$ cat src/rtl/assert_macros.svh
// ---------------------------------------------------------------------------
// assert_macros.svh
// Assertion helpers for the light gate speed meter, clocked on clk and
// disabled while arst_n is low.
// ---------------------------------------------------------------------------
`ifndef ASSERT_MACROS_SVH
`define ASSERT_MACROS_SVH

// same-cycle implication
`define ASSERT_IMPL(label, ante, cons) \
	label: assert property (@(posedge clk) disable iff (!arst_n) (ante) |-> (cons)) \
		else $error("assertion failed");

// next-cycle implication
`define ASSERT_NEXT(label, ante, cons) \
	label: assert property (@(posedge clk) disable iff (!arst_n) (ante) |=> (cons)) \
		else $error("assertion failed");

`endif

$ cat src/rtl/lgsm_pkg.sv
// ---------------------------------------------------------------------------
// lgsm_pkg
// Widths, register codes, reset values and shared types of the light gate
// speed meter.
// ---------------------------------------------------------------------------
`default_nettype none

package lgsm_pkg;

	// tick counter width
	localparam int COUNT_WIDTH = 24;

	// field widths
	localparam int DIST_W     = 10;
	localparam int SPD_CFG_W  = 17;
	localparam int TOL_W      = 7;
	localparam int TIME_W     = 24;
	localparam int SPEED_W    = 30;
	localparam int PHASE_W    = 2;
	localparam int CFG_IDX_W  = 3;
	localparam int CFG_DATA_W = 24;

	// comparisons between counter and time registers
	localparam int CMP_W = (COUNT_WIDTH > TIME_W) ? COUNT_WIDTH : TIME_W;

	// band check widths
	localparam int PCT_W   = 8;
	localparam int S100_W  = SPEED_W + PCT_W;
	localparam int BOUND_W = SPD_CFG_W + PCT_W;

	// divider
	localparam int DIV_STEPS = SPEED_W;
	localparam int DIV_CNT_W = $clog2(DIV_STEPS);

	localparam logic [COUNT_WIDTH-1:0] CNT_MAX = {COUNT_WIDTH{1'b1}};
	localparam int USEC_PER_SEC = 1000000;
	localparam int PCT_FULL     = 100;

	// register reset values
	localparam logic [DIST_W-1:0]    RST_DISTANCE = DIST_W'(60);
	localparam logic [SPD_CFG_W-1:0] RST_TARGET   = SPD_CFG_W'(5000);
	localparam logic [TOL_W-1:0]     RST_TOL      = TOL_W'(10);
	localparam logic [SPD_CFG_W-1:0] RST_MIN      = SPD_CFG_W'(500);
	localparam logic [TIME_W-1:0]    RST_TIMEOUT  = TIME_W'(2000000);
	localparam logic [TIME_W-1:0]    RST_HOLD     = TIME_W'(5000000);

	typedef enum logic [PHASE_W-1:0] {
		PH_IDLE   = 2'd0,
		PH_TIMING = 2'd1,
		PH_HOLD   = 2'd2
	} phase_t;

	typedef enum logic [CFG_IDX_W-1:0] {
		CFG_DISTANCE = 3'd0,
		CFG_TARGET   = 3'd1,
		CFG_TOL      = 3'd2,
		CFG_MIN      = 3'd3,
		CFG_TIMEOUT  = 3'd4,
		CFG_HOLD     = 3'd5
	} cfg_idx_t;

	// controller to datapath
	typedef struct packed {
		logic capture;
		logic clear_hold;
		logic start_timing;
		logic to_idle;
		logic div_load;
		logic div_step;
		logic tol_load;
		logic latch;
		logic out_load;
	} ctrl_cmd_t;

	// datapath to controller
	typedef struct packed {
		phase_t phase;
		logic   gate1;
		logic   hold_done;
		logic   meas_hit;
		logic   timed_out;
		logic   below_min;
	} dp_status_t;

	// saturating tick counter increment
	function automatic logic [COUNT_WIDTH-1:0] count_up(input logic [COUNT_WIDTH-1:0] c);
		return (c == CNT_MAX) ? c : c + COUNT_WIDTH'(1);
	endfunction

endpackage

`default_nettype wire

$ cat src/rtl/lgsm_if.sv
// ---------------------------------------------------------------------------
// lgsm_if
// Valid/ready channels of the light gate speed meter: gate ticks in,
// measurement results out, register writes in.
// ---------------------------------------------------------------------------
`default_nettype none

// gate edge ticks
interface lgsm_in_if ();
	logic valid;
	logic ready;
	logic gate1_rise;
	logic gate2_rise;

	modport source (output valid, gate1_rise, gate2_rise, input ready);
	modport sink (input valid, gate1_rise, gate2_rise, output ready);
endinterface

// per-tick results
interface lgsm_out_if import lgsm_pkg::*; ();
	logic               valid;
	logic               ready;
	logic [SPEED_W-1:0] speed_mm_s;
	logic               speed_error;
	logic               new_result;
	logic [PHASE_W-1:0] busy_res;

	modport source (output valid, speed_mm_s, speed_error, new_result, busy_res, input ready);
	modport sink (input valid, speed_mm_s, speed_error, new_result, busy_res, output ready);
endinterface

// register writes
interface lgsm_cfg_if import lgsm_pkg::*; ();
	logic                  valid;
	logic                  ready;
	logic [CFG_IDX_W-1:0]  index;
	logic [CFG_DATA_W-1:0] data;

	modport source (output valid, index, data, input ready);
	modport sink (input valid, index, data, output ready);
endinterface

`default_nettype wire

$ cat src/rtl/light_gate_speed_meter_unit.sv
// ---------------------------------------------------------------------------
// light_gate_speed_meter_unit
// Light gate speed meter: times gate1 to gate2 ticks, divides the gate
// distance by the elapsed time, checks the tolerance band and holds a result.
// ---------------------------------------------------------------------------
//
//   channel   direction   transaction
//   gates     in          one microsecond tick with gate1/gate2 edge flags
//   result    out         speed, error flag, new result flag, phase
//   cfg       in          register write, index and data
//
// a tick without a finished measurement passes through accept, evaluate and post
// a tick that ends a measurement also runs the 30-step restoring divider,
// then the band products and the decision, before its post
// the output register lets a new tick be accepted while a result waits;
// a result that is still not taken stalls the following tick in its post cycle
// reset restores the register defaults and idles the phase, no clearing pass
//
`default_nettype none

module light_gate_speed_meter_unit import lgsm_pkg::*; (
	input wire logic clk,
	input wire logic arst_n,
	lgsm_in_if.sink   gates,
	lgsm_out_if.source result,
	lgsm_cfg_if.sink  cfg
);

	ctrl_cmd_t  cmd;
	dp_status_t status;

	// writes are always taken
	assign cfg.ready = 1'b1;

	// sequencer
	lgsm_ctrl u_ctrl (
		.clk       (clk),
		.arst_n    (arst_n),
		.in_valid  (gates.valid),
		.in_ready  (gates.ready),
		.out_valid (result.valid),
		.out_ready (result.ready),
		.status    (status),
		.cmd       (cmd)
	);

	// datapath
	lgsm_dp u_dp (
		.clk         (clk),
		.arst_n      (arst_n),
		.gate1_rise  (gates.gate1_rise),
		.gate2_rise  (gates.gate2_rise),
		.cfg_we      (cfg.valid),
		.cfg_index   (cfg.index),
		.cfg_data    (cfg.data),
		.cmd         (cmd),
		.status      (status),
		.speed_mm_s  (result.speed_mm_s),
		.speed_error (result.speed_error),
		.new_result  (result.new_result),
		.busy_res    (result.busy_res)
	);

endmodule

`default_nettype wire

$ cat src/rtl/lgsm_ctrl.sv
// ---------------------------------------------------------------------------
// lgsm_ctrl
// Sequencer for one tick: accept, evaluate phase, run the divider and band
// check when a measurement ends, then post the result to the output register.
// ---------------------------------------------------------------------------
`default_nettype none
`include "assert_macros.svh"

module lgsm_ctrl import lgsm_pkg::*; (
	input  wire logic       clk,
	input  wire logic       arst_n,
	input  wire logic       in_valid,
	output logic            in_ready,
	output logic            out_valid,
	input  wire logic       out_ready,
	input  wire dp_status_t status,
	output ctrl_cmd_t       cmd
);

	typedef enum logic [2:0] {
		S_IDLE,
		S_EVAL,
		S_DIV,
		S_TOL,
		S_DEC,
		S_POST
	} state_t;

	localparam logic [DIV_CNT_W-1:0] DIV_LAST = DIV_CNT_W'(DIV_STEPS - 1);

	state_t               state_q;
	logic [DIV_CNT_W-1:0] div_cnt_q;
	logic                 out_valid_q;

	assign in_ready  = (state_q == S_IDLE);
	assign out_valid = out_valid_q;

	// commands from state and status
	always_comb begin
		cmd = '0;
		case (state_q)
			S_IDLE: begin
				cmd.capture = in_valid;
			end
			S_EVAL: begin
				case (status.phase)
					PH_HOLD: cmd.clear_hold = status.hold_done;
					PH_TIMING: begin
						cmd.div_load = status.meas_hit;
						cmd.to_idle  = !status.meas_hit && status.timed_out;
					end
					default: cmd.start_timing = status.gate1;
				endcase
			end
			S_DIV: cmd.div_step = 1'b1;
			S_TOL: cmd.tol_load = 1'b1;
			S_DEC: begin
				cmd.to_idle = status.below_min;
				cmd.latch   = !status.below_min;
			end
			S_POST: cmd.out_load = !out_valid_q || out_ready;
			default: cmd = '0;
		endcase
	end

	// state, divider step count and result valid
	always_ff @(posedge clk or negedge arst_n) begin
		if (!arst_n) begin
			state_q     <= S_IDLE;
			div_cnt_q   <= '0;
			out_valid_q <= 1'b0;
		end else begin
			// result valid set when posting, cleared once taken
			if (state_q == S_POST && (!out_valid_q || out_ready))
				out_valid_q <= 1'b1;
			else if (out_ready)
				out_valid_q <= 1'b0;
			case (state_q)
				S_IDLE: begin
					if (in_valid)
						state_q <= S_EVAL;
				end
				S_EVAL: begin
					div_cnt_q <= '0;
					if (status.phase == PH_TIMING && status.meas_hit)
						state_q <= S_DIV;
					else
						state_q <= S_POST;
				end
				S_DIV: begin
					div_cnt_q <= div_cnt_q + DIV_CNT_W'(1);
					if (div_cnt_q == DIV_LAST)
						state_q <= S_TOL;
				end
				S_TOL: state_q <= S_DEC;
				S_DEC: state_q <= S_POST;
				S_POST: begin
					if (!out_valid_q || out_ready)
						state_q <= S_IDLE;
				end
				default: state_q <= S_IDLE;
			endcase
		end
	end

	`ASSERT_NEXT(a_accept_eval, in_valid && in_ready, state_q == S_EVAL)
	`ASSERT_IMPL(a_load_free, cmd.out_load, !out_valid_q || out_ready)
	`ASSERT_NEXT(a_div_end, state_q == S_DIV && div_cnt_q == DIV_LAST, state_q == S_TOL)

endmodule

`default_nettype wire

$ cat src/rtl/lgsm_dp.sv
// ---------------------------------------------------------------------------
// lgsm_dp
// Registers, tick counters, restoring divider, tolerance band check and
// output register of the light gate speed meter.
// ---------------------------------------------------------------------------
`default_nettype none
`include "assert_macros.svh"

module lgsm_dp import lgsm_pkg::*; (
	input  wire logic                  clk,
	input  wire logic                  arst_n,
	input  wire logic                  gate1_rise,
	input  wire logic                  gate2_rise,
	input  wire logic                  cfg_we,
	input  wire logic [CFG_IDX_W-1:0]  cfg_index,
	input  wire logic [CFG_DATA_W-1:0] cfg_data,
	input  wire ctrl_cmd_t             cmd,
	output dp_status_t                 status,
	output logic [SPEED_W-1:0]         speed_mm_s,
	output logic                       speed_error,
	output logic                       new_result,
	output logic [PHASE_W-1:0]         busy_res
);

	// configuration registers
	logic [DIST_W-1:0]    distance_q;
	logic [SPD_CFG_W-1:0] target_q;
	logic [TOL_W-1:0]     tol_q;
	logic [SPD_CFG_W-1:0] min_q;
	logic [TIME_W-1:0]    timeout_q;
	logic [TIME_W-1:0]    hold_us_q;

	// measurement state
	phase_t               phase_q;
	logic [COUNT_WIDTH-1:0] elapsed_q;
	logic [COUNT_WIDTH-1:0] hold_q;
	logic [SPEED_W-1:0]   latched_speed_q;
	logic                 latched_error_q;
	logic                 fresh_q;
	logic                 gate1_q;
	logic                 gate2_q;

	// divider and band check
	logic [SPEED_W-1:0]     quo_q;
	logic [COUNT_WIDTH-1:0] rem_q;
	logic [S100_W-1:0]      s100_q;
	logic [BOUND_W-1:0]     lo_q;
	logic [BOUND_W-1:0]     hi_q;

	// output register
	logic [SPEED_W-1:0] out_speed_q;
	logic               out_error_q;
	logic               out_fresh_q;
	logic [PHASE_W-1:0] out_phase_q;

	logic [SPEED_W-1:0]     dividend;
	logic [COUNT_WIDTH:0]   div_sh;
	logic [COUNT_WIDTH:0]   div_dvs;
	logic                   div_ge;
	logic [PCT_W-1:0]       lo_pct;
	logic [PCT_W-1:0]       hi_pct;
	logic                   out_band;

	// dividend and one restoring step
	assign dividend = SPEED_W'(distance_q) * SPEED_W'(USEC_PER_SEC);
	assign div_sh   = {rem_q, quo_q[SPEED_W-1]};
	assign div_dvs  = {1'b0, elapsed_q};
	assign div_ge   = (div_sh >= div_dvs);

	// tolerance percentages
	assign lo_pct = (PCT_W'(tol_q) >= PCT_W'(PCT_FULL)) ? '0 : PCT_W'(PCT_FULL) - PCT_W'(tol_q);
	assign hi_pct = PCT_W'(PCT_FULL) + PCT_W'(tol_q);
	assign out_band = (BOUND_W'(s100_q) < lo_q && s100_q < S100_W'(lo_q))
		|| (s100_q > S100_W'(hi_q));

	// status to the controller
	always_comb begin
		status.phase     = phase_q;
		status.gate1     = gate1_q;
		status.hold_done = (CMP_W'(hold_q) >= CMP_W'(hold_us_q)) || (hold_q == CNT_MAX);
		status.meas_hit  = gate2_q && (CMP_W'(elapsed_q) <= CMP_W'(timeout_q));
		status.timed_out = (CMP_W'(elapsed_q) >= CMP_W'(timeout_q)) || (elapsed_q == CNT_MAX);
		status.below_min = (quo_q < SPEED_W'(min_q));
	end

	// configuration writes
	always_ff @(posedge clk or negedge arst_n) begin
		if (!arst_n) begin
			distance_q <= RST_DISTANCE;
			target_q   <= RST_TARGET;
			tol_q      <= RST_TOL;
			min_q      <= RST_MIN;
			timeout_q  <= RST_TIMEOUT;
			hold_us_q  <= RST_HOLD;
		end else if (cfg_we) begin
			case (cfg_idx_t'(cfg_index))
				CFG_DISTANCE: distance_q <= cfg_data[DIST_W-1:0];
				CFG_TARGET:   target_q   <= cfg_data[SPD_CFG_W-1:0];
				CFG_TOL:      tol_q      <= cfg_data[TOL_W-1:0];
				CFG_MIN:      min_q      <= cfg_data[SPD_CFG_W-1:0];
				CFG_TIMEOUT:  timeout_q  <= cfg_data[TIME_W-1:0];
				CFG_HOLD:     hold_us_q  <= cfg_data[TIME_W-1:0];
				default: ;
			endcase
		end
	end

	// phase, counters and latched result
	always_ff @(posedge clk or negedge arst_n) begin
		if (!arst_n) begin
			phase_q         <= PH_IDLE;
			elapsed_q       <= '0;
			hold_q          <= '0;
			latched_speed_q <= '0;
			latched_error_q <= 1'b0;
			fresh_q         <= 1'b0;
		end else begin
			if (cmd.capture) begin
				fresh_q <= 1'b0;
				if (phase_q == PH_HOLD)
					hold_q <= count_up(hold_q);
				else if (phase_q == PH_TIMING)
					elapsed_q <= count_up(elapsed_q);
			end
			if (cmd.clear_hold) begin
				latched_speed_q <= '0;
				latched_error_q <= 1'b0;
				hold_q          <= '0;
				elapsed_q       <= '0;
				phase_q         <= PH_IDLE;
			end
			if (cmd.start_timing) begin
				elapsed_q <= '0;
				phase_q   <= PH_TIMING;
			end
			if (cmd.to_idle)
				phase_q <= PH_IDLE;
			if (cmd.latch) begin
				latched_speed_q <= quo_q;
				latched_error_q <= out_band;
				hold_q          <= '0;
				fresh_q         <= 1'b1;
				phase_q         <= PH_HOLD;
			end
		end
	end

	// tick flags, divider, band products and output register
	always_ff @(posedge clk) begin
		if (cmd.capture) begin
			gate1_q <= gate1_rise;
			gate2_q <= gate2_rise;
		end
		if (cmd.div_load) begin
			quo_q <= dividend;
			rem_q <= '0;
		end else if (cmd.div_step) begin
			rem_q <= div_ge ? COUNT_WIDTH'(div_sh - div_dvs) : div_sh[COUNT_WIDTH-1:0];
			quo_q <= {quo_q[SPEED_W-2:0], div_ge};
		end
		if (cmd.tol_load) begin
			s100_q <= S100_W'(quo_q) * S100_W'(PCT_FULL);
			lo_q   <= BOUND_W'(target_q) * BOUND_W'(lo_pct);
			hi_q   <= BOUND_W'(target_q) * BOUND_W'(hi_pct);
		end
		if (cmd.out_load) begin
			out_speed_q <= latched_speed_q;
			out_error_q <= latched_error_q;
			out_fresh_q <= fresh_q;
			out_phase_q <= phase_q;
		end
	end

	assign speed_mm_s  = out_speed_q;
	assign speed_error = out_error_q;
	assign new_result  = out_fresh_q;
	assign busy_res    = out_phase_q;

	`ASSERT_NEXT(a_latch_hold, cmd.latch, phase_q == PH_HOLD && latched_speed_q == $past(quo_q))
	`ASSERT_NEXT(a_hold_clear, cmd.clear_hold, phase_q == PH_IDLE && latched_speed_q == '0 && !latched_error_q)

endmodule

`default_nettype wire
$ cat src/flat_wrapper.sv
// flat-port wrapper written by rule: the top's interface ports become plain ports
module light_gate_speed_meter_unit_flat import lgsm_pkg::*;
  (clk, arst_n, gates_valid, gates_gate1_rise, gates_gate2_rise, gates_ready, result_valid, result_speed_mm_s, result_speed_error, result_new_result, result_busy_res, result_ready, cfg_valid, cfg_index, cfg_data, cfg_ready);
  lgsm_in_if gates_i ();
  lgsm_out_if result_i ();
  lgsm_cfg_if cfg_i ();
  input wire logic clk;
  input wire logic arst_n;
  input wire logic [$bits(gates_i.valid)-1:0] gates_valid;
  input wire logic [$bits(gates_i.gate1_rise)-1:0] gates_gate1_rise;
  input wire logic [$bits(gates_i.gate2_rise)-1:0] gates_gate2_rise;
  output wire logic [$bits(gates_i.ready)-1:0] gates_ready;
  output wire logic [$bits(result_i.valid)-1:0] result_valid;
  output wire logic [$bits(result_i.speed_mm_s)-1:0] result_speed_mm_s;
  output wire logic [$bits(result_i.speed_error)-1:0] result_speed_error;
  output wire logic [$bits(result_i.new_result)-1:0] result_new_result;
  output wire logic [$bits(result_i.busy_res)-1:0] result_busy_res;
  input wire logic [$bits(result_i.ready)-1:0] result_ready;
  input wire logic [$bits(cfg_i.valid)-1:0] cfg_valid;
  input wire logic [$bits(cfg_i.index)-1:0] cfg_index;
  input wire logic [$bits(cfg_i.data)-1:0] cfg_data;
  output wire logic [$bits(cfg_i.ready)-1:0] cfg_ready;
  assign gates_i.valid = gates_valid;
  assign gates_i.gate1_rise = gates_gate1_rise;
  assign gates_i.gate2_rise = gates_gate2_rise;
  assign gates_ready = gates_i.ready;
  assign result_valid = result_i.valid;
  assign result_speed_mm_s = result_i.speed_mm_s;
  assign result_speed_error = result_i.speed_error;
  assign result_new_result = result_i.new_result;
  assign result_busy_res = result_i.busy_res;
  assign result_i.ready = result_ready;
  assign cfg_i.valid = cfg_valid;
  assign cfg_i.index = cfg_index;
  assign cfg_i.data = cfg_data;
  assign cfg_ready = cfg_i.ready;
  light_gate_speed_meter_unit u_core (.clk(clk), .arst_n(arst_n), .gates(gates_i), .result(result_i), .cfg(cfg_i));
endmodule
$ cat config.mk
export PLATFORM = sky130hd
export DESIGN_NAME = light_gate_speed_meter_unit_flat
export DESIGN_NICKNAME = d
export VERILOG_FILES = /design/src/rtl/lgsm_pkg.sv /design/src/rtl/lgsm_if.sv /design/src/rtl/light_gate_speed_meter_unit.sv /design/src/rtl/lgsm_ctrl.sv /design/src/rtl/lgsm_dp.sv /design/src/flat_wrapper.sv
export VERILOG_INCLUDE_DIRS = /design/src /design/src/rtl
export SDC_FILE = /design/constraint.sdc
export NUM_CORES = 2
export LEC_CHECK = 0
export BUFFER_PORTS_ARGS = -buffer_cell sky130_fd_sc_hd__buf_2
export CORE_MARGIN = 3
export CORE_UTILIZATION = 60
export CTS_BUF_LIST = sky130_fd_sc_hd__clkbuf_8
export DETAILED_ROUTE_END_ITERATION = 7
export PLACE_DENSITY = 0.83
export RECOVER_POWER = 50
export REMOVE_ABC_BUFFERS = 1
export SLEW_MARGIN = 15
export SYNTH_ARGS = -nofsm -noshare
export SYNTH_HDL_FRONTEND = slang
export SYNTH_SLANG_ARGS = --single-unit
$ cat constraint.sdc
create_clock -name clk -period 21.7 [get_ports clk]
set_clock_uncertainty 0.2 [all_clocks]
set_input_delay 3.255 -clock clk [delete_from_list [all_inputs] [get_ports clk]]
set_output_delay 3.255 -clock clk [all_outputs]
set_load 0.01 [all_outputs]
== Word level (Yosys, flattened, before mapping) ==
Cells that the tools add are included.
Operators by class
  add/subtract/negate cells: 6
  multiply operators: 4
  divide/modulo/power cells: 0
  order comparisons: 9
  eq/ne operators: 21
  shifts and indexed selects: 0
  multiplexer cells: 44
  bitwise logic cells: 0
  reduce and logical (&&, ||, !) cells: 34
Operators with widths (count)
  2-to-1 mux 24 bit: 12
  2-to-1 mux 30 bit: 4
  multiplier 17 x 8 -> 25 bit: 2
  adder 24 x 1 -> 24 bit, second input constant: 2
  equality test 24 bit, second input constant: 2
  >= comparator 24 bit: 2
  greater-than comparator 37 x 25 -> 1 bit: 1
  < comparator 37 x 25 -> 1 bit: 1
  multiplier 30 x 5 -> 35 bit, second input constant: 1
  < comparator 30 x 17 -> 1 bit: 1
  >= comparator 25 x 24 -> 1 bit: 1
  < comparator 25 bit: 1
  less-or-equal comparator 24 bit: 1
  multiplier 10 x 14 -> 24 bit, second input constant: 1
  subtractor 24 bit: 1
  one-hot mux 3 bit (6 select lines): 1
  2-to-1 mux 1 bit: 14
  equality test 3 x 2 -> 1 bit, second input constant: 4
  equality test 3 bit, second input constant: 4
  2-to-1 mux 2 bit: 6
  2-to-1 mux 3 bit: 4
  AND reduction 2 bit: 6
  nonzero test 3 bit: 4
  one-hot mux 5 bit (2 select lines): 1
  other kinds (22): 41
Storage, ports and cells
  flip-flop bits (word level): 365
  latch bits: 0
  bits in writable memories: 0
  ROM bits: 0
  input port bits: 34
  output and inout port bits: 37
  logic and storage cells: 145
  memories: 0

== Longest topological paths before layout ==
  depth after elaboration: 8
  depth in mapped cells: 26

== Cells and area by module ==
Synthesis repeated with hierarchy kept, for this count alone.
Unflattened totals
  cell total of the unflattened synthesis: 3254
  area total of the unflattened synthesis: 31961.9 um2
Modules (own cells, without submodules)
  lgsm_dp: times used 1, cells each 3185, area each 31360.1 um2
  lgsm_ctrl: times used 1, cells each 67, area each 590.6 um2
  light_gate_speed_meter_unit: times used 1, cells each 2, area each 11.3 um2

== Worst setup path before layout ==
OpenSTA, ideal clock, no wires.
  path type: register -> register
  start point: register u_core.u_ctrl.state_q[2]
  end point: register u_core.u_dp.hi_q[0], enable pin
  setup time: 0.650 ns
  arrival time: 6.752 ns
  path slack: 14.097 ns
  cell stages (with the launch flop): 3
  buffers on the path: 1
  path through: dfrtp_1 > clkbuf_1 > nor3b_1
Between the ends
  word-level cells in the longest chain between the ends: 2
RTL lines
  from (decl): RTL line lgsm_ctrl.sv:31  | state_t state_q;
  from (signal assigned): RTL line lgsm_ctrl.sv:69  | state_q <= S_IDLE;
  from (signal assigned): RTL line lgsm_ctrl.sv:81  | state_q <= S_EVAL;
  from (signal assigned): RTL line lgsm_ctrl.sv:86  | state_q <= S_DIV;
  equality test 3 x 2 -> 1 bit: RTL line lgsm_ctrl.sv:41  | case (state_q)
  2-to-1 mux 1 bit: RTL line lgsm_ctrl.sv:41
  to (signal assigned): RTL line lgsm_dp.sv:164  | hi_q <= BOUND_W'(target_q) * BOUND_W'(hi_pct);
  to (decl): RTL line lgsm_dp.sv:48  | logic [BOUND_W-1:0] hi_q;
No other way between the ends.
A chain may end at the register's enable or synchronous reset.

==> key figures <==
Outcome
  – Outcome: finished, violations left
  – Violated checks: capacitance limit, slew limit

Worst hold path
  – Class of the tightest hold or removal check: register to register

Synthesis
  – Count of flip-flops with a built-in enable after synthesis: between 100 and 150
  – Mapped cell area: around 32,000 um^2
  – Average instance area after synthesis: slightly below 10 um^2
  – Async set-or-reset flop fraction in the synthesized netlist: roughly 52%
  – Ys Warns: 0
  – Synthesized instance count: 3,246
  – Flip-flop cell with the highest count after synthesis: sky130_fd_sc_hd__dfrtp_1
  – Register bit total from synthesis: 365
  – Proportion of synthesized chip area in sequential cells: between 30% and 40%
  – Count of distinct cell types in the synthesized netlist: 80

STA
  – Peak Freq: roughly 110 MHz
  – Hold violation total from the final report: 0
  – Tightest Pin Transition: around 6.4 ns
  – Final setup fails: 0
  – Portion of the clock cycle consumed by the worst path in the final layout: 40.40%
  – RSZ-0062 raised after global routing: false
  – Final Critical Period: between 8 and 9 ns
  – Minimum setup slack in the final design: roughly 13 ns
  – Final total negative setup slack: 0 ns
  – Final max-slew violation count: between 300 and 400
  – Relative slew slack: -324.1%

Drt
  – Number of iterations in the first detailed-routing pass: 5
  – Avg Vias per Cell: about 5.7
  – Antenna Violating Nets Remaining: 0
  – Number of violations reported at the end of detailed-routing iteration 0: roughly 1.4k
  – Routed WL: a little over 70,000 um
  – Routed WL per cell: between 15 and 20 um
  – Count of vias placed by the detailed router: approximately 23k
  – Total DRC errors in the routed layout: 0

Placed design
  – Setup WS pre-CTS: around 15 ns
  – Detailed placer's ending HPWL: about 55,000 um
  – Last weighted congestion value of the routability-driven placer: roughly 0.92
  – Count of port buffers added during placement: 69

Critical path
  – WP data required: 20.69 ns
  – Top cell family by delay on the critical path: buffers and inverters
  – Slowest Stage Delay on Critical Path: 4.34 ns
  – Critical Path Slowest Stage Cell: sky130_fd_sc_hd__clkbuf_1
  – Critical path peak fanout: ~120
  – Setup crit end kind: asynchronous set/reset pin
  – Worst endpoint data arrival time: between 7 and 8 ns
  – Kind of critical path: primary input to asynchronous set/reset pin
  – Kind of launch point of the worst setup path: primary input
  – Critical-path cell list: clkbuf_1
  – CP bufs+invs: 1

CTS
  – CTS Root Buffer Type: sky130_fd_sc_hd__clkbuf_8
  – Resized cells post-CTS: 0
  – CTS tree: yes
  – Setup Fix Bufs, Post-CTS: 0
  – Latest clock arrival within the worst-skew pair: ~0.66 ns
  – Sink Count: 365
  – Maximum count of clock buffers along a single path: 3
  – Total CTS buffers: 66
  – H-tree Lvls: 3
  – Number of hold-repair buffers added at the cts stage: 0
  – CTS clock-pin slew for the worst setup and hold paths: about 0.060 ns

Finish
  – Synthesis-to-layout area growth: 7.611%
  – Share of final-layout standard cells stronger than drive strength 1: a little under a tenth
  – Antenna cell count: 0
  – Final net count: 3,983

Global route
  – Met1 usage: 35.31%
  – Layer carrying the most global-route usage: met2
  – Maximum number of pins on one net before global-route repair: 118
  – Total congestion overflow: 0
  – GR Util All Layers: 26.27%
  – Vias in the first global route: approximately 23k
  – Wire length of the first global-routing pass: 119,400 um
  – Met3 Resource Use GR: under 10%
  – Antenna violations before repair: 0
  – GR Util met2: 42.25%

Floorplan
  – Number of rows created at floorplan: 83
  – Initial Util: 61.29%
  – Die height: between 200 and 250 um
  – I/O Pins: 71
  – Die footprint: ~56,000 um^2
  – Placeable core area: around 52,000 um^2
  – DIE WIDTH: around 240 um

Run
  – Total of max-cap violations: 7
-- placed cells by master (no fill, tap or decap), types with 11 or more instances in the layout --
cell type	Yosys	final
sky130_fd_sc_hd__buf_4	4	11
sky130_fd_sc_hd__o211ai_1	12	12
sky130_fd_sc_hd__and2_1	195	190
sky130_fd_sc_hd__dfxtp_1	30	30
sky130_fd_sc_hd__inv_1	558	578
sky130_fd_sc_hd__a22o_1	34	34
sky130_fd_sc_hd__nand4_1	33	33
sky130_fd_sc_hd__edfxtp_1	145	145
sky130_fd_sc_hd__a21oi_1	111	111
sky130_fd_sc_hd__nor3_1	46	45
sky130_fd_sc_hd__a211oi_1	26	26
sky130_fd_sc_hd__o21a_1	26	26
sky130_fd_sc_hd__nor2b_1	42	41
sky130_fd_sc_hd__clkbuf_8	0	84
sky130_fd_sc_hd__a21o_1	46	46
sky130_fd_sc_hd__xor2_1	41	41
sky130_fd_sc_hd__mux2i_1	12	12
sky130_fd_sc_hd__mux2_2	64	64
sky130_fd_sc_hd__fa_1	231	231
sky130_fd_sc_hd__ha_1	409	409
sky130_fd_sc_hd__dfstp_2	32	32
sky130_fd_sc_hd__dfrtp_1	158	158
sky130_fd_sc_hd__xnor2_1	111	111
sky130_fd_sc_hd__nand2_1	245	244
sky130_fd_sc_hd__a31oi_1	16	16
sky130_fd_sc_hd__nor2_1	158	157
sky130_fd_sc_hd__o22ai_1	14	14
sky130_fd_sc_hd__nand3_1	42	42
sky130_fd_sc_hd__o21ai_0	146	146
sky130_fd_sc_hd__and4_1	14	14
sky130_fd_sc_hd__buf_2	10	66
sky130_fd_sc_hd__nand2b_1	32	32
-- synthesized netlist by cell type, drive strengths merged (9+ instances only) --
cell / number / area share (%)
a211o: 9 / 0.25
a211oi: 26 / 0.61
a21o: 46 / 1.1
a21oi: 111 / 1.7
a22o: 34 / 0.94
a31oi: 16 / 0.32
and2: 196 / 3.9
and3: 10 / 0.20
and4: 14 / 0.39
buf: 17 / 0.33
clkbuf: 75 / 0.89
dfrtp: 158 / 12
dfstp: 32 / 2.6
dfxtp: 30 / 1.9
edfxtp: 145 / 14
fa: 231 / 15
ha: 409 / 16
inv: 558 / 6.6
mux2: 64 / 2.3
mux2i: 12 / 0.38
nand2: 245 / 2.9
nand2b: 32 / 0.63
nand3: 44 / 0.72
nand4: 35 / 0.73
nor2: 159 / 1.9
nor2b: 42 / 0.83
nor3: 48 / 0.79
o211ai: 12 / 0.28
o21a: 26 / 0.61
o21ai: 147 / 2.3
o21bai: 10 / 0.27
o22ai: 14 / 0.28
xnor2: 111 / 3.1
xor2: 41 / 1.1
-- kinds of logic after synthesis --
logic type / after synthesis / share of synthesized area [%]
flip-flops: 365 / 30.70
buffers and inverters: 650 / 7.816
AO/OA/AOI/OAI: 499 / 10.10
multiplexers: 76 / 2.647
adder cells (fa/ha/maj): 640 / 30.67
other: 1 / 0.01181
AND/OR/NAND/NOR: 863 / 13.87
XOR/XNOR: 152 / 4.191
-- through the flow --
step	utilization [%]	std cells	hold slack [ns]	instance area, um^2
floorplan	-	3154	0.2252	31370
global placement	63.23	3921	0.2308	32770
detailed placement	63.23	3921	0.2342	32770
CTS	66.04	4043	0.2371	34220
global route	65.96	4043	0.2516	34180
finish	65.96	4043	0.2435	34180
-- layer usage --
metal	part of all wire (%)	wire, um
met5	0	0
met4	3.7	2696
met1	43	31140
met3	6.7	4834
met2	46	33410
-- final cells by class --
| cell class | instances | area [um^2] |
|---|---|---|
| clock inverters | 38 | 301.5 |
| well taps | 680 | 850.8 |
| clock buffers | 84 | 1156 |
| flip-flops and latches | 365 | 9749 |
| multi-input cells | 2231 | 19580 |
| fillers | 3815 | 17640 |
| inverters | 558 | 2095 |
| repair buffers | 87 | 450.4 |
-- final timing paths --
check | start | end | slack (ns) | cells past startpoint
setup / recovery | arst_n | u_core.u_dp.timeout_q[16] | 12.93 | 1
hold / removal | u_core.u_dp.latched_speed_q[27] | u_core.u_dp.speed_mm_s[27] | 0.24 | 0
setup reg to reg | u_core.u_dp.tol_q[0] | u_core.u_dp.lo_q[24] | 14.52 | 23
hold reg to reg | u_core.u_dp.latched_speed_q[27] | u_core.u_dp.speed_mm_s[27] | 0.24 | 0
max in group clk | u_core.u_dp.tol_q[0] | u_core.u_dp.lo_q[24] | 14.52 | 23
min in group asynchronous | arst_n | u_core.u_ctrl.div_cnt_q[0] | 4.75 | 1
-- sequential cells by signal, indices dropped and copies added, names as in the netlist, 7 cells and up --
register,count
u_core.u_dp.distance_q,10
u_core.u_dp.elapsed_q,24
u_core.u_dp.hi_q,25
u_core.u_dp.hold_q,24
u_core.u_dp.hold_us_q,24
u_core.u_dp.latched_speed_q,30
u_core.u_dp.lo_q,25
u_core.u_dp.min_q,17
u_core.u_dp.quo_q,30
u_core.u_dp.rem_q,24
u_core.u_dp.s100_q,35
u_core.u_dp.speed_mm_s,30
u_core.u_dp.target_q,17
u_core.u_dp.timeout_q,24
u_core.u_dp.tol_q,7
Power is not shown: default switching activity piles up to over one toggle a cycle in this logic, so the estimate is an artifact.
